==> src/sv/pag_fifo.sv <==
module pag_fifo #(
  parameter int W     = 8,
  parameter int DEPTH = 4
) (
  input  logic         clk,
  input  logic         rst_n,
  input  logic         wr_valid,
  output logic         wr_ready,
  input  logic [W-1:0] wr_data,
  output logic         rd_valid,
  input  logic         rd_ready,
  output logic [W-1:0] rd_data
);
  localparam int AW = (DEPTH > 1) ? $clog2(DEPTH) : 1;
  localparam int CW = $clog2(DEPTH + 1);

  logic [W-1:0]  mem_r [DEPTH];
  logic [AW-1:0] wr_ptr_r;
  logic [AW-1:0] rd_ptr_r;
  logic [CW-1:0] cnt_r;
  logic          push;
  logic          pop;

  assign wr_ready = cnt_r != CW'(DEPTH);
  assign rd_valid = cnt_r != '0;
  assign rd_data  = mem_r[rd_ptr_r];
  assign push     = wr_valid && wr_ready;
  assign pop      = rd_valid && rd_ready;

  always_ff @(posedge clk) begin
    if (!rst_n) begin
      wr_ptr_r <= '0;
      rd_ptr_r <= '0;
      cnt_r    <= '0;
    end else begin
      if (push) begin
        wr_ptr_r <= (wr_ptr_r == AW'(DEPTH - 1)) ? '0 : wr_ptr_r + 1'b1;
      end
      if (pop) begin
        rd_ptr_r <= (rd_ptr_r == AW'(DEPTH - 1)) ? '0 : rd_ptr_r + 1'b1;
      end
      cnt_r <= cnt_r + CW'(push) - CW'(pop);
    end
  end

  always_ff @(posedge clk) begin
    if (push) begin
      mem_r[wr_ptr_r] <= wr_data;
    end
  end

endmodule

==> config.mk <==
export PLATFORM = sky130hd
export DESIGN_NAME = pag_fifo
export DESIGN_NICKNAME = d
export VERILOG_FILES = /design/src/sv/pag_fifo.sv
export SDC_FILE = /design/constraint.sdc
export NUM_CORES = 1
export LEC_CHECK = 0
export BUFFER_PORTS_ARGS = -buffer_cell sky130_fd_sc_hd__buf_2
export CORE_MARGIN = 2
export CORE_UTILIZATION = 30
export DETAILED_ROUTE_END_ITERATION = 10
export PLACE_DENSITY = 0.54
export SLEW_MARGIN = 15
export SYNTH_ARGS = -nofsm -noshare
export SYNTH_HDL_FRONTEND = slang
export SYNTH_SLANG_ARGS = --single-unit
==> constraint.sdc <==
create_clock -name clk -period 2.2 [get_ports clk]
set_input_delay 0 -clock clk [delete_from_list [all_inputs] [get_ports clk]]
set_output_delay 0 -clock clk [all_outputs]
set_load 0.02 [all_outputs]
* Word level (Yosys, flattened, before mapping)
Memories as Yosys holds them, arrays and structs flattened. A register that Yosys moved wholly into a read port is not among the register bits.
Index checks and enable logic that the tools add are counted.
** Storage, ports and cells
- Register bits :: 7
- RAM bits :: 32
- Input bits :: 12
- Output and inout port bits :: 10
- Logic and storage cells :: 20
- Memories :: 1
** Memory list
- mem_r :: depth 4, width 8, read ports 1, clocked after memory_dff 1, wr ports 1, RTL line 17 : logic [W-1:0] mem_r [DEPTH];
** Cells by class
- Add/subtract/negate cells :: 4
- Equal/unequal tests :: 3
- Muxes and demuxes :: 6
- Reduce and logical (&&, ||, !) cells :: 3
** Operator list (number)
- 2-bit 2-to-1 mux :: 4
- 2-bit by 1-bit adder with 2-bit output (second input constant) :: 2
- 2-bit == test (second input constant) :: 2
- 3-bit by 1-bit adder with 3-bit output :: 1
- 3-bit inequality test (second input constant) :: 1
- 3-bit nonzero test :: 1
- 3-bit by 1-bit subtractor with 3-bit output :: 1
- 1-bit logical AND :: 2
- 1-bit 2-to-1 mux :: 2

* Longest topological paths before layout
Gate-level depths: netlist of run 1.
- Depth after elaboration :: 4
- Gate-level depth with buffers :: 12
- Gate-level depth less buffers :: 11

* Worst setup path after synthesis of run 1
OpenSTA, ideal clock, no wires.
- Kind :: flip-flop to flip-flop
- Start :: register cnt_r[1]
- End :: register cnt_r[2]
- Library setup time :: 115 ps
- Arrival time :: 2263 ps
- Data required time :: 2085 ps
- Path slack :: -177 ps
- Stages on the path, launching flop included :: 13
- Buffers on the path :: 1
- Period minus slack after synthesis :: 2377 ps
- Cells stage by stage :: dfxtp_1 or3b_1 buf_6 and2_4 inv_1 ha_1 inv_1 ha_1 inv_1 fa_1 xnor2_1 xnor2_1 and2_1
** Between the ends
- Word-level cells in the longest chain between the ends :: 4
- Elaborated cells between the ends (all ways) :: 6
- Classes of those cells :: add/sub (2); eq/ne (1); reduce/logical (3)
** RTL lines
- start, declared :: RTL line 20 : logic [CW-1:0] cnt_r;
- start signal, assigned :: RTL line 42 : cnt_r <= cnt_r + CW'(push) - CW'(pop);
- 3-bit inequality test :: RTL line 24 : assign wr_ready = cnt_r != CW'(DEPTH);
- net wr_ready :: RTL line 8 : output logic wr_ready,
- 1-bit logical AND :: RTL line 27 : assign push = wr_valid && wr_ready;
- 3-bit by 1-bit adder with 3-bit output :: RTL line 42
- 3-bit by 1-bit subtractor with 3-bit output :: RTL line 42
The timed path passes the listed nets, and every way through them passes these cells.
A chain may end at the register's enable or synchronous reset.

* Worst setup path after layout of run 1
- Start :: register cnt_r[2]
- End :: register cnt_r[2]
** Between the ends
- Word-level cells in the longest chain between the ends :: 4
- Elaborated cells between the ends (all ways) :: 6
- Classes of those cells :: add/sub (2); eq/ne (1); reduce/logical (3)
** RTL lines (RTL line)
- 3-bit inequality test :: 24
- 1-bit logical AND :: 27
- 3-bit by 1-bit adder with 3-bit output :: 42
- 3-bit by 1-bit subtractor with 3-bit output (*) :: 42
Every way passes the cells marked *; elsewhere a longest branch is shown, timed or not.

==> metrics.md, run 1 <==
| Metric | Value |
|---|---|
| Final Cycle Share | 98.7% |
| CTS sink cnt | 41 |
| DR vias/cell | 4.47 |
| Total Die Area | 0.00607 sq mm |
| Antenna cells | 0 |
| Clock buffer depth | 2 |
| Mean Syn Cell Area | 17.4 sq um |
| Top cells by area, synth | edfxtp_1 (59%), dfxtp_1 (11%), mux4_2 (11%) |
| Tightest Pin Transition | 0.574 ns |
| Clk slew on worst S/H paths | 0.08 ns |
| CP startpoint kind | flop |
| Dpl hpwl | 1.85 mm |
| Worst Hold Class | in -> reg |
| VDD IR max | 0.460 mV |
| Port bufs | 21 |
| First-pass GRT wire length | 4.44 mm |
| Initial antenna violation count | 0 |
| Die Wd | 77.9 um |
| Post-layout util | 40.3% |
| Largest net degree at the start of global routing | 14 |
| Status | complete, no violations |
| Initial DRC count | 22 |
| Share of Yosys cell area claimed by the top area cell type | 58.6% |
| Syn_nets | 114 |
| Worst-path cell chain | or3b_4 -> and2_4 -> inv_4 -> ha_4 -> inv_4 -> ha_4 -> inv_2 -> fa_2 -> xnor2_2 -> xnor2_1 -> and2_1 |
| Routed vias | 916 |
| Unrepaired setup endpoints after global routing | true |
| Final ANT Viol Nets | 0 |
| CTS HTree Levels | 2 |
| Max-slew headroom | 61.7% |
| Place WS | -0.0328 ns |
| FILL cells | 496 |
| Clock Latency Late Sink | 0.29 ns |
| Setup ws final | 0.0297 ns |
| Netlist Area Pre-Place | 0.00164 sq mm |
| Post-synthesis cell count | 94 |
| Critical path fanouts, max | 2 |
| CP endpoint kind | flop |
| Placed Cells | 186 |
| Fmax | 461 MHz |
| Fraction of layout cells with a size suffix above 1 | 43.0% |
| PwrDens | 1050 mW/mm^2 |
| Vias in the first global route | 925 |
| Root Driver | clkbuf_8 |
| Post-Layout Cell Count | 205 |
| Final Slew Violations | 0 |
| Max Cap Viol | 0 |
| CP Class | reg -> reg |
| Initial core utilization | 31.5% |
| Routability-driven placement congestion ratio | 0.679 |
| DRT Pass-1 Iters | 4 |
| Crit-path slowest cell | or3b_4 |
| Number of CTS-inserted buffers | 5 |
| Min Clock Period, post-route | 2.17 ns |
| CTS tree | yes |
| Sequential-to-total area share from yosys stat | 69.6% |
| Clk_skew | 0.00519 ns |
| Tot Pwr | 2.19 mW |
| Core Area | 0.00520 sq mm |
| GRT overflow | 0 |
| Nets | 154 |
| Final Hold Fails | 0 |
| Critical path required time | 2.38 ns |
| CP max stage delay | 0.37 ns |
| Routed wire length per instance | 13.5 um |
| Post-synth cell types | 26 |
| Final Setup Violations | 0 |
| R2r setup slk | 0.03 ns |
| Total track usage | 9.96% |
| Area growth, synth to finish | 27.9% |
| Top delay family on crit path | simple AND/OR/NAND/NOR gates |
| Leak pwr | 0.769 nW |
| Placement Rows | 26 |
| Ys Warns | 0 |
| Die height | 77.9 um |
| Critical Path AT | 2.35 ns |
| Cell taking the most area after synthesis | edfxtp_1 |
| Num ports | 22 |
| Final wirelength | 2.77 mm |
| WP buf/inv | 3 |
| DRC | 0 |
| Yosys reg bits | 41 |
-- per-stage QoR --
stage	instance area [sq um]	setup TNS (ns)	hold slack, ns
after floorplan	1640	-0.0961	0.0989
after global placement	1850	0	0.215
after detailed placement	1850	-0.0328	0.220
after CTS	2070	-0.0278	0.0545
after global routing	2100	-0.0557	0.0663
final	2100	0	0.0556
-- cell usage in the layout (no fill, tap or decap), drive strengths merged, types with 4 or more instances in the layout --
master	instances
nand2	5
and3	4
inv	6
dlygate4sd3	9
ha	7
edfxtp	32
dfxtp	9
clkbuf	5
mux4	8
buf	28
-- worst reg2reg max path, stage by stage, from the launching register on --
cell and delay [ns]:
dfxtp_2 0.33, or3b_4 0.37, and2_4 0.16, inv_4 0.05
ha_4 0.19, inv_4 0.05, ha_4 0.11, inv_2 0.03
fa_2 0.36, xnor2_2 0.15, xnor2_1 0.12, and2_1 0.15
-- what timing repair did --
action	4_1_cts	5_1_grt
setup endpoints to repair	1	1
gates resized for setup	9	3
pin swaps	6	4
buffers inserted	1	1
hold buffers	9	0
endpoints found under the hold margin	33	0
-- synthesized netlist by cell type --
library cell   n
edfxtp_1      32
dfxtp_1        9
mux4_2         8
ha_1           7
inv_1          6
nand2_1        5
and2_1         2
and3_1         2
and3_2         2
nand3_1        2
nor2_1         2
o21ai_0        2
xnor2_1        2
and2_4         1
buf_1          1
buf_2          1
buf_6          1
clkbuf_1       1
fa_1           1
mux2i_1        1
nand4_1        1
nor2b_1        1
o21ai_1        1
o31ai_1        1
or3_2          1
or3b_1         1
-- logic make-up (layout without fill, tap and decap cells) --
group | after synthesis | after routing | synth area share [%]
and+or+nand+nor | 20 | 20 | 6.95
DFF | 41 | 41 | 69.6
muxes | 9 | 9 | 11.6
xor gates and xnor gates | 2 | 2 | 1.07
buffers and inverters | 10 | 51 | 2.82
AOI/OAI and AO/OA | 4 | 4 | 1.37
adders and majority gates | 8 | 8 | 6.56
-- sequential cells by signal (all words and copies together), names as in the netlist, named ones only --
register,count
cnt_r,3
mem_r,32
wr_ptr_r,2
rd_ptr_r,2
-- power breakdown --
part           total [mW]  switching, mW  internal [mW]
Clock               0.464          0.245          0.219
Sequential           1.03         0.0808          0.950
Combinational       0.699          0.345          0.354
-- worst paths after layout --
kind                     from  cells after the start          end
hold reg to reg   wr_ptr_r[0]                      2  wr_ptr_r[0]
hold / removal          rst_n                      2     cnt_r[1]
setup reg to reg     cnt_r[2]                     11     cnt_r[2]
setup / recovery     cnt_r[2]                     11     cnt_r[2]
-- area by class of cell --
cell class	instances	area [sq um]	area share, %
Clock buffer	5	68.8	3.28
Tap cell	70	87.6	4.18
Sequential cell	41	1140	54.6
Timing Repair Buffer	37	248	11.8
Inverter	6	27.5	1.31
Multi-Input combinational cell	43	503	24.0
Clock inverter	3	17.5	0.836
-- metal layers --
layer | global-route usage (%) | wire length (um)
met5 | 0 | 0
met3 | 3.14 | 135
met4 | 4.74 | 41
met1 | 12.6 | 1280
met2 | 15.5 | 1310
No activity file was read; power rests on OpenSTA's default activity.
==> inputs of run 2 (changes only) <==
Settings changed: CELL_PAD_IN_SITES_DETAIL_PLACEMENT set to 0, CELL_PAD_IN_SITES_GLOBAL_PLACEMENT set to 1, PLACE_DENSITY 0.54 to 0.6.
==> run 2 against run 1 <==
  * Worst hold slack improved by 0.010 ns
  * Sequential share of layout area shrank 0.52 points
  * Clock-buffer cell count increased by 1
  * Global-route usage rose by 0.13 points
  * Die area unchanged
  * Critical endpoint unchanged
  * Cell count stayed put
  * Highest routed layer unchanged
==> metrics.md, run 2 (synthesized netlist as in run 1, its figures left out) <==
| Metric | Value |
|---|---|
| DRT Pass-1 Iters | 4 (unchanged) |
| Final Hold Fails | 0 (unchanged) |
| Clk slew on worst S/H paths | 0.07 ns (was 0.08 ns) |
| Commonest non-fill, non-tap cells in the layout | edfxtp_1 (32), buf_2 (21), dlygate4sd3_1 (9) (unchanged) |
| Vias in the first global route | 892 (was 925) |
| VDD IR max | 0.438 mV (was 0.460 mV) |
| Post-route cell area | 0.00212 sq mm (was 0.00210 sq mm) |
| Largest regs | mem_r x32, cnt_r x3 (unchanged) |
| Port bufs | 21 (unchanged) |
| Routed vias | 911 (was 916) |
| Status | complete, no violations (unchanged) |
| Final Slew Violations | 0 (unchanged) |
| Total track usage | 10.1% (was 9.96%) |
| Dpl hpwl | 1.91 mm (was 1.85 mm) |
| Clock buffer depth | 2 (unchanged) |
| Commonest non-fill, non-tap cell in the layout | edfxtp_1 (unchanged) |
| GRT met3 Usage | 3.49% (was 3.14%) |
| Max-slew headroom | 62.1% (was 61.7%) |
| Met1 Use GR | 12.2% (was 12.6%) |
| DR vias/cell | 4.44 (was 4.47) |
| Max reg flops | 32 (unchanged) |
| Placement Rows | 26 (unchanged) |
| Post-layout util | 40.7% (was 40.3%) |
| CTS HTree Levels | 2 (unchanged) |
| Area growth, synth to finish | 29.2% (was 27.9%) |
| Leak pwr | 0.779 nW (was 0.769 nW) |
| Initial core utilization | 31.5% (unchanged) |
| Routability-driven placement congestion ratio | 0.670 (was 0.679) |
| DRC | 0 (unchanged) |
| Die Wd | 77.9 um (unchanged) |
| Clk_skew | 0.00908 ns (was 0.00519 ns) |
| GR peak layer | met2 (unchanged) |
| CP endpoint kind | flop (unchanged) |
| Initial antenna violation count | 0 (unchanged) |
| Num ports | 22 (unchanged) |
| Clock Latency Late Sink | 0.29 ns (about the same) |
| Routed wire length per instance | 14.2 um (was 13.5 um) |
| Unrepaired setup endpoints after global routing | true (unchanged) |
| Largest net degree at the start of global routing | 14 (unchanged) |
| Critical path required time | 2.38 ns (about the same) |
| R2r worst-path depth | 11 (unchanged) |
| Tot Pwr | 2.32 mW (was 2.19 mW) |
| Post-DP Area | 0.00186 sq mm (was 0.00185 sq mm) |
| CTS tree | yes (unchanged) |
| GRT overflow | 0 (unchanged) |
| Core Area | 0.00520 sq mm (unchanged) |
| Root Driver | clkbuf_8 (unchanged) |
| Fmax | 458 MHz (was 461 MHz) |
| Final wirelength | 2.92 mm (was 2.77 mm) |
| Total negative slack | 0 ns (unchanged) |
| Min Clock Period, post-route | 2.18 ns (was 2.17 ns) |
| Number of CTS-inserted buffers | 5 (unchanged) |
| Antenna cells | 0 (unchanged) |
| Initial DRC count | 24 (was 22) |
| CTS sink cnt | 41 (unchanged) |
| Nets | 154 (unchanged) |
| Critical Path AT | 2.37 ns (was 2.35 ns) |
| Fraction of layout cells with a size suffix above 1 | 43.7% (was 43.0%) |
| Total Die Area | 0.00607 sq mm (unchanged) |
| Worst Hold Class | in -> reg (unchanged) |
| Tightest Pin Transition | 0.567 ns (was 0.574 ns) |
| PwrDens | 1100 mW/mm^2 (was 1050 mW/mm^2) |
| Met2 usage | 16.7% (was 15.5%) |
| Final Cycle Share | 99.3% (was 98.7%) |
| First-pass GRT wire length | 4.53 mm (was 4.44 mm) |
| Die height | 77.9 um (unchanged) |
| Final Setup Violations | 0 (unchanged) |
| Max Cap Viol | 0 (unchanged) |
| CP Class | reg -> reg (unchanged) |
| Critical path fanouts, max | 2 (unchanged) |
| Final ANT Viol Nets | 0 (unchanged) |
| Hold depth | 3 (was 2) |
| CP startpoint kind | flop (unchanged) |
| Reg with most FFs | mem_r (unchanged) |
run 2: cell types whose count changed in the layout (fill, tap and decap cells not counted):
cell       change
dfxtp_2        +1
clkinv_1       -1
bufinv_16      +1
dfxtp_1        -1
clkbuf_1       +1
clkinv_4       -1
run 2: cell type report:
type | instances | area [sq um]
Tap cell | 70 | 87.6
Sequential cell | 41 | 1140
Clock buffer | 6 | 72.6
Clock inverter | 2 | 35.0
Multi-Input combinational cell | 43 | 503
Fill cell | 494 | 3090
Inverter | 6 | 27.5
Timing Repair Buffer | 37 | 248
run 2: timing repair:
action | CTS | global route
pin swaps | 5 | 6
setup buffers | 1 | 0
resized for setup | 9 | 4
endpoints found under the hold margin | 33 | 0
setup endpoints to repair | 1 | 1
hold buffers | 9 | 0
run 2: final timing paths:
check	start	endpoint	slack, ns
max reg2reg	cnt_r[0]	cnt_r[2]	0.02
min	rst_n	wr_ptr_r[0]	0.07
min reg2reg	wr_ptr_r[0]	wr_ptr_r[0]	0.51
max	cnt_r[0]	cnt_r[2]	0.02
run 2: critical path: stages (launching register included):
cell and delay, ns:
dfxtp_2 0.32, or3b_4 0.39, and2_4 0.16, inv_4 0.05, ha_4 0.19, inv_4 0.06
ha_4 0.12, inv_2 0.03, fa_2 0.34, xnor2_2 0.15, xnor2_1 0.12, and2_1 0.15
run 2: stage by stage:
| stage | std cells | hold slack, ns | setup WS [ns] |
|---|---|---|---|
| 2_1_floorplan | 94 | 0.0989 | -0.0961 |
| 3_3_place_gp | 187 | 0.213 | 0.0194 |
| 3_5_place_dp | 187 | 0.221 | -0.0192 |
| 4_1_cts | 205 | 0.0531 | -0.0327 |
| 5_1_grt | 205 | 0.0700 | -0.0569 |
| 6_report | 205 | 0.0659 | 0.0158 |
run 2: metal layers:
metal  wire [um]  vias to the layer above
met5           0                        -
met4          45                        0
met3         134                        5
met2        1470                       27
met1        1270                      450
li1            -                      429
run 2: where the power goes:
part	switching, mW	total (mW)	internal (mW)
Clock	0.244	0.581	0.336
Combinational	0.351	0.712	0.361
Sequential	0.0808	1.03	0.951
